[config.mk]
export PLATFORM = sky130hd
export DESIGN_NAME = fir_17tap_lowpass_dac
export DESIGN_NICKNAME = d
export VERILOG_FILES = /design/src/design/fir17_pkg.sv /design/src/design/fir17_tap_cell.sv /design/src/design/fir_17tap_lowpass_dac.sv
export VERILOG_INCLUDE_DIRS = /design/src /design/src/design
export SDC_FILE = /design/constraint.sdc
export NUM_CORES = 2
export LEC_CHECK = 0
export BUFFER_PORTS_ARGS = -buffer_cell sky130_fd_sc_hd__buf_2
export CORE_ASPECT_RATIO = 0.5
export CORE_MARGIN = 3
export CORE_UTILIZATION = 45
export CTS_CLUSTER_DIAMETER = 30
export DETAILED_ROUTE_END_ITERATION = 12
export MAX_ROUTING_LAYER = met4
export PLACE_DENSITY = 0.72
export SYNTH_ARGS = -nofsm -noshare
export SYNTH_HDL_FRONTEND = slang
export SYNTH_SLANG_ARGS = --single-unit
[constraint.sdc]
create_clock -name clock -period 8.2 [get_ports clock]
set_input_delay 1.64 -clock clock [delete_from_list [all_inputs] [get_ports clock]]
set_output_delay 1.64 -clock clock [all_outputs]
set_load 0.01 [all_outputs]
[src/design/fir_17tap_lowpass_dac_macros.svh]
// Assertion macros for the FIR low-pass DAC filter.
// Included by design/fir_17tap_lowpass_dac.sv; depends on nothing else.
`ifndef FIR_17TAP_LOWPASS_DAC_MACROS_SVH
`define FIR_17TAP_LOWPASS_DAC_MACROS_SVH

// Same-cycle implication, checked outside reset.
`define FIR17_ASSERT_NOW(label, ante, cons, msg) \
   label: assert property (@(posedge clock) disable iff (reset) (ante) |-> (cons)) \
      else $error(msg);

// Next-cycle implication, checked outside reset.
`define FIR17_ASSERT_NEXT(label, ante, cons, msg) \
   label: assert property (@(posedge clock) disable iff (reset) (ante) |=> (cons)) \
      else $error(msg);

`endif

[src/design/fir17_pkg.sv]
// Shared widths, types and tap coefficients of the FIR low-pass DAC filter.
// Used by fir17_tap_cell.sv and fir_17tap_lowpass_dac.sv.
package fir17_pkg;

   localparam int TAPS        = 17;
   localparam int SAMPLE_BITS = 10;
   localparam int COEF_BITS   = 16;
   localparam int ACC_BITS    = 32;
   localparam int CODE_BITS   = 8;
   localparam int CODE_LSB    = 17;
   localparam int COEF_COUNT  = 17;

   typedef logic        [SAMPLE_BITS-1:0] sample_type;
   typedef logic signed [COEF_BITS-1:0]   coef_type;
   typedef logic signed [ACC_BITS-1:0]    acc_type;
   typedef logic        [CODE_BITS-1:0]   code_type;

   localparam coef_type COEF_TABLE [COEF_COUNT] = '{
      -16'sd248,  16'sd665,   16'sd940,   -16'sd190,  -16'sd2027, -16'sd1580,
      16'sd3123,  16'sd9688,  16'sd12808, 16'sd9688,  16'sd3123,  -16'sd1580,
      -16'sd2027, -16'sd190,  16'sd940,   16'sd665,   -16'sd248
   };

   // Taps past the end of the table weigh zero.
   function automatic coef_type coef_of(input int idx);
      coef_type c;
      c = '0;
      if (idx >= 0 && idx < COEF_COUNT) begin
         c = COEF_TABLE[idx];
      end
      return c;
   endfunction

endpackage

[src/design/fir17_tap_cell.sv]
// One cell of the transposed-form tap chain: multiply the new sample by its
// coefficient, add the partial sum from the older neighbor, hold the result.
// Depends on fir17_pkg.
module fir17_tap_cell (
   input  logic                 clock,
   input  logic                 reset,
   input  logic                 advance,
   input  fir17_pkg::sample_type sample,
   input  fir17_pkg::coef_type  coef,
   input  fir17_pkg::acc_type   sum_from_older,
   output fir17_pkg::acc_type   sum_out
);

   fir17_pkg::acc_type sum_ff;
   fir17_pkg::acc_type sum_in;
   fir17_pkg::acc_type sample_ext;
   fir17_pkg::acc_type coef_ext;
   fir17_pkg::acc_type product;

   always_comb begin
      sample_ext = fir17_pkg::acc_type'({{(fir17_pkg::ACC_BITS - fir17_pkg::SAMPLE_BITS){1'b0}},
                                         sample});
      coef_ext   = fir17_pkg::acc_type'(coef);
      // Product wraps modulo 2^32 like the accumulator.
      product    = sample_ext * coef_ext;
      sum_in     = sum_ff;
      if (advance) begin
         sum_in = product + sum_from_older;
      end
   end

   always_ff @(posedge clock) begin
      if (reset) begin
         sum_ff <= '0;
      end else begin
         sum_ff <= sum_in;
      end
   end

   assign sum_out = sum_ff;

endmodule

[src/design/fir_17tap_lowpass_dac.sv]
// 17-tap symmetric low-pass FIR driving an 8-bit DAC code.
// The result of an item is on rsp_ in the cycle after it is accepted.
// Throughput: one item per cycle while req_stall is low; the systolic tap chain advances once per item.
// The newest cell's register is the output register; req_stall rises only while
// a result waits under rsp_stall. Synchronous reset clears all partial sums
// (history counts as zero) and drops rsp_valid.
`include "fir_17tap_lowpass_dac_macros.svh"

module fir_17tap_lowpass_dac (
   input  logic                  clock,
   input  logic                  reset,
   input  logic                  req_valid,
   output logic                  req_stall,
   input  fir17_pkg::sample_type req_sample,
   output logic                  rsp_valid,
   input  logic                  rsp_stall,
   output fir17_pkg::code_type   rsp_dac_code,
   output fir17_pkg::acc_type    rsp_full_sum
);

   fir17_pkg::acc_type chain_sum [fir17_pkg::TAPS+1];
   logic               advance;
   logic               rsp_valid_ff;
   logic               rsp_valid_in;

   assign req_stall = rsp_valid_ff && rsp_stall;
   assign advance   = req_valid && !req_stall;

   // Oldest cell sees an empty partial sum.
   assign chain_sum[fir17_pkg::TAPS] = '0;

   for (genvar k = 0; k < fir17_pkg::TAPS; k++) begin : g_tap
      fir17_tap_cell u_cell (
         .clock          (clock),
         .reset          (reset),
         .advance        (advance),
         .sample         (req_sample),
         .coef           (fir17_pkg::coef_of(k)),
         .sum_from_older (chain_sum[k+1]),
         .sum_out        (chain_sum[k])
      );
   end

   always_comb begin
      rsp_valid_in = rsp_valid_ff && rsp_stall;
      if (advance) begin
         rsp_valid_in = 1'b1;
      end
   end

   always_ff @(posedge clock) begin
      if (reset) begin
         rsp_valid_ff <= 1'b0;
      end else begin
         rsp_valid_ff <= rsp_valid_in;
      end
   end

   assign rsp_valid    = rsp_valid_ff;
   assign rsp_full_sum = chain_sum[0];
   assign rsp_dac_code = rsp_full_sum[fir17_pkg::CODE_LSB +: fir17_pkg::CODE_BITS]
                         - fir17_pkg::code_type'(1);

   `FIR17_ASSERT_NEXT(a_accept_gives_result, advance, rsp_valid, "accepted item gave no result")
   `FIR17_ASSERT_NEXT(a_taken_no_new_clears, rsp_valid && !rsp_stall && !advance, !rsp_valid, "result repeated")
   `FIR17_ASSERT_NEXT(a_idle_chain_holds, !advance, $stable(chain_sum[1]), "tap chain moved without an item")
   `FIR17_ASSERT_NOW(a_reset_drops_valid, $past(reset), !rsp_valid, "result valid right after reset")

endmodule
==> flow_summary_export.csv <==
group,metric,value,unit
status,outcome,"complete, no violations",
place,detailed_place_hpwl,111200,um
logic_synthesis,synth_top_cell_area_share,21.38,%
critical_path,critical-path-top-cell-by-count,"sky130_fd_sc_hd__fa_1",
finish,post_route_cells_drive_above_1_share,9.644,%
finish,antenna_cells,0,
clocking,clock_tree.htree_level_count,3,
global_routing,globalRouteOverflowTotal,0,
critical_path,worst_path_max_delay_cell,"sky130_fd_sc_hd__fa_1",
logic_synthesis,count_of_flip_flops_with_a_built_in_enable_after_synthesis,0,
clocking,ctsRootBufferMaster,"sky130_fd_sc_hd__clkbuf_16",
sta,post-route-period-util,93.23,%
clocking,hold_bufs_inserted_after_cts,0,
die,core,108600,um2
die,die_w,475.9,um
clocking,tritoncts,"yes",
route,drt-total-wl,144200,um
sta,period_needed,7.645,ns
flow_run,max_cap_check_violation_count,0,
finish,fillCellCount,10190,
clocking,source_to_sink_clock_delay_at_the_later_pin_of_the_worst_skew_pair,0.72,ns
global_routing,grt_antenna_before_repair,0,
global_routing,grt_first_pass_wirelength,225500,um
clocking,post-cts-setup-buffers,0,
logic_synthesis,synth.avg_cell_area,8.156,um2
global_routing,via_count_of_the_first_global_routing_pass,41120,
global_routing,grt_max_degree,177,
logic_synthesis,syn_inst,6092,
die,initial_core_util,45.76,%
clocking,post_cts_resize_count,0,
logic_synthesis,ys_types,100,
finish,register_area,10550,um2
die,boundaryPins,56,
route,detail_route.vias_per_cell,5.525,
logic_synthesis,yosys_most_used_dff,"sky130_fd_sc_hd__dfxtp_1",
die,floorplan_die_area,114700,um2
logic_synthesis,synth_top_area_cell,"sky130_fd_sc_hd__ha_1",
finish,final_nets,7372,
logic_synthesis,synth-seq-area-share,21.23,%
route,final_antenna_net_count,0,
sta,final.setup_skew,0.04877,ns
sta,report.final.setup_viol,0,
route,number_of_drc_violations_after_detailed_routing,0,
global_routing,grt_usage,25.46,%
place,numPortBuffers,55,
sta,max-slew-margin-rel,31.44,%
sta,slew_viol_final,0,
route,wl_per_cell,18.21,um
clocking,clock_path_buffers,3,
sta,final_hold_viol_count,0,
logic_synthesis,mappedNetlistArea,49690,um2
place,gp_routability_congestion,1.023,
logic_synthesis,mappedNetlistNets,7113,
critical_path,worst-setup-path-type,"in2reg",
finish,multi_input_area,36750,um2
finish,finish.utilization,52.47,%
logic_synthesis,syn_warnings,0,
sta,worstMarginPinSlew,1.028,ns
die,die_height,241.0,um
critical_path,worst-endpoint-arrival,8.26,ns
sta,hold_ws,0.4420,ns
route,vias_post_dr,43750,
die,floorplan.rows,85,
route,first_iter_violations,2959,
critical_path,critical_path.max_stage_delay,0.59,ns
critical_path,crit_required,8.82,ns
logic_synthesis,yosys_reg_bits,527,
logic_synthesis,asyncSetResetFlopFracSynth,0,%
critical_path,crit_path_start_kind,"input port",
critical_path,critical_path.endpoint_type,"flop",
clocking,cts.clk_slew.worst_paths,0.05,ns
place,placedInstanceArea,53320,um2
finish,finish.instance_area,56970,um2
min_path,worstHoldPathType,"reg2reg",
logic_synthesis,cell_types_occupying_the_most_area_after_synthesis,"sky130_fd_sc_hd__ha_1, sky130_fd_sc_hd__dfxtp_1, sky130_fd_sc_hd__fa_1",
sta,rsz0062_at_grt,"false",
sta,timing.fmax,130.8,MHz
critical_path,crit_fanout,5,
clocking,cts.sink_count,527,
finish,area_delta_synth_final,14.66,%
clocking,cts_made_buffers,103,
route,drtPass1Iterations,6,
worst max-delay path, delay by kind of cell:
family          cells  cell delay (ns)
fa+ha+maj           7             3.07
buf+inv             6             0.58
simple gates        2             0.26
xor+xnor            2             0.28
compound gates     12             2.44
through the flow:
stage,worst slack (ns),instances,setup TNS (ns)
2_1_floorplan,0.1250,6092,0
3_3_place_gp,0.01531,7725,0
3_5_place_dp,-0.05645,7725,-0.2337
4_1_cts,0.6685,7918,0
5_1_grt,0.1076,7918,0
6_report,0.5550,7918,0
cell usage in the layout (no fill, tap or decap), drive strengths merged, types with 13 or more instances in the layout:
cell type  instances
ha               849
nand2            818
a21oi            626
dfxtp            527
nor2             435
inv              427
buf              356
xnor2            335
o21ai            301
a21o             192
xor2             172
fa               158
clkbuf           126
a211oi           123
nor3             113
nand3             97
o21a              81
nor2b             60
and3              57
o21bai            48
or3               46
nand2b            44
a31oi             36
clkinv            30
nand4             28
a311oi            25
a21boi            21
o31ai             20
o211ai            19
and2              18
o41ai             15
o31a              14
nand3b            14
a31o              13
or2               13
cell type report:
class	count	area share, %
clock inverter	67	1.502
timing repair buffer	356	4.621
clock buffer	126	4.906
sequential	527	18.52
multi-input combinational	4954	64.51
tap	1479	3.248
inverter	409	2.695
final timing paths:
path	from	endpoint	slack, ns	cells past startpoint
max	req_sample[4]	g_tap[11].u_cell.sum_out[31]	0.55	29
min	g_tap[0].u_cell.sum_out[16]	g_tap[0].u_cell.sum_out[16]	0.44	2
max reg2reg	g_tap[11].u_cell.sum_out[0]	g_tap[10].u_cell.sum_out[26]	4.36	13
min reg2reg	g_tap[0].u_cell.sum_out[16]	g_tap[0].u_cell.sum_out[16]	0.44	2
routing by layer:
metal	vias to the layer above	wire, um	global-route usage, %
met5	-	0	-
met4	0	3604	6.716
met3	213	8894	4.000
met2	1129	62110	38.61
met1	20510	69620	35.18
li1	21900	-	-
sequential cells by signal, indices dropped and copies added, names as in the netlist:
signal                count
g_tap.u_cell.sum_out    526
rsp_valid                 1
logic make-up (layout without fill, tap and decap cells):
family	Yosys count	count (layout)	share of synthesized area (%)
compound gates	1642	1642	21.10
xor+xnor	507	507	8.952
fa+ha+maj	1007	1007	27.74
buf+inv	611	958	4.857
flops	527	527	21.23
mux	4	4	0.08310
simple gates	1794	1794	16.03
synth_stat cells (7+ instances only):
master,count
sky130_fd_sc_hd__ha_1,849
sky130_fd_sc_hd__nand2_1,818
sky130_fd_sc_hd__a21oi_1,621
sky130_fd_sc_hd__dfxtp_1,527
sky130_fd_sc_hd__nor2_1,435
sky130_fd_sc_hd__inv_1,409
sky130_fd_sc_hd__xnor2_1,334
sky130_fd_sc_hd__o21ai_0,274
sky130_fd_sc_hd__a21o_1,191
sky130_fd_sc_hd__xor2_1,172
sky130_fd_sc_hd__clkbuf_1,161
sky130_fd_sc_hd__fa_1,158
sky130_fd_sc_hd__a211oi_1,118
sky130_fd_sc_hd__nor3_1,113
sky130_fd_sc_hd__nand3_1,97
sky130_fd_sc_hd__o21a_1,81
sky130_fd_sc_hd__nor2b_1,60
sky130_fd_sc_hd__and3_1,57
sky130_fd_sc_hd__o21bai_1,47
sky130_fd_sc_hd__or3_1,46
sky130_fd_sc_hd__nand2b_1,44
sky130_fd_sc_hd__a31oi_1,35
sky130_fd_sc_hd__buf_4,32
sky130_fd_sc_hd__nand4_1,28
sky130_fd_sc_hd__o21ai_1,26
sky130_fd_sc_hd__a311oi_1,22
sky130_fd_sc_hd__a21boi_0,19
sky130_fd_sc_hd__and2_1,18
sky130_fd_sc_hd__o211ai_1,18
sky130_fd_sc_hd__o31ai_1,16
sky130_fd_sc_hd__nand3b_1,14
sky130_fd_sc_hd__o31a_1,14
sky130_fd_sc_hd__a31o_2,13
sky130_fd_sc_hd__a211o_1,12
sky130_fd_sc_hd__and4_1,12
sky130_fd_sc_hd__or2_2,12
sky130_fd_sc_hd__buf_1,9
sky130_fd_sc_hd__o2111ai_1,8
sky130_fd_sc_hd__o41ai_2,8
sky130_fd_sc_hd__a32o_1,7
sky130_fd_sc_hd__a41o_1,7
sky130_fd_sc_hd__nand4b_1,7
sky130_fd_sc_hd__nor3b_1,7
sky130_fd_sc_hd__or4_1,7
Power is not shown: default switching activity piles up to over one toggle a cycle in this logic, so the estimate is an artifact.
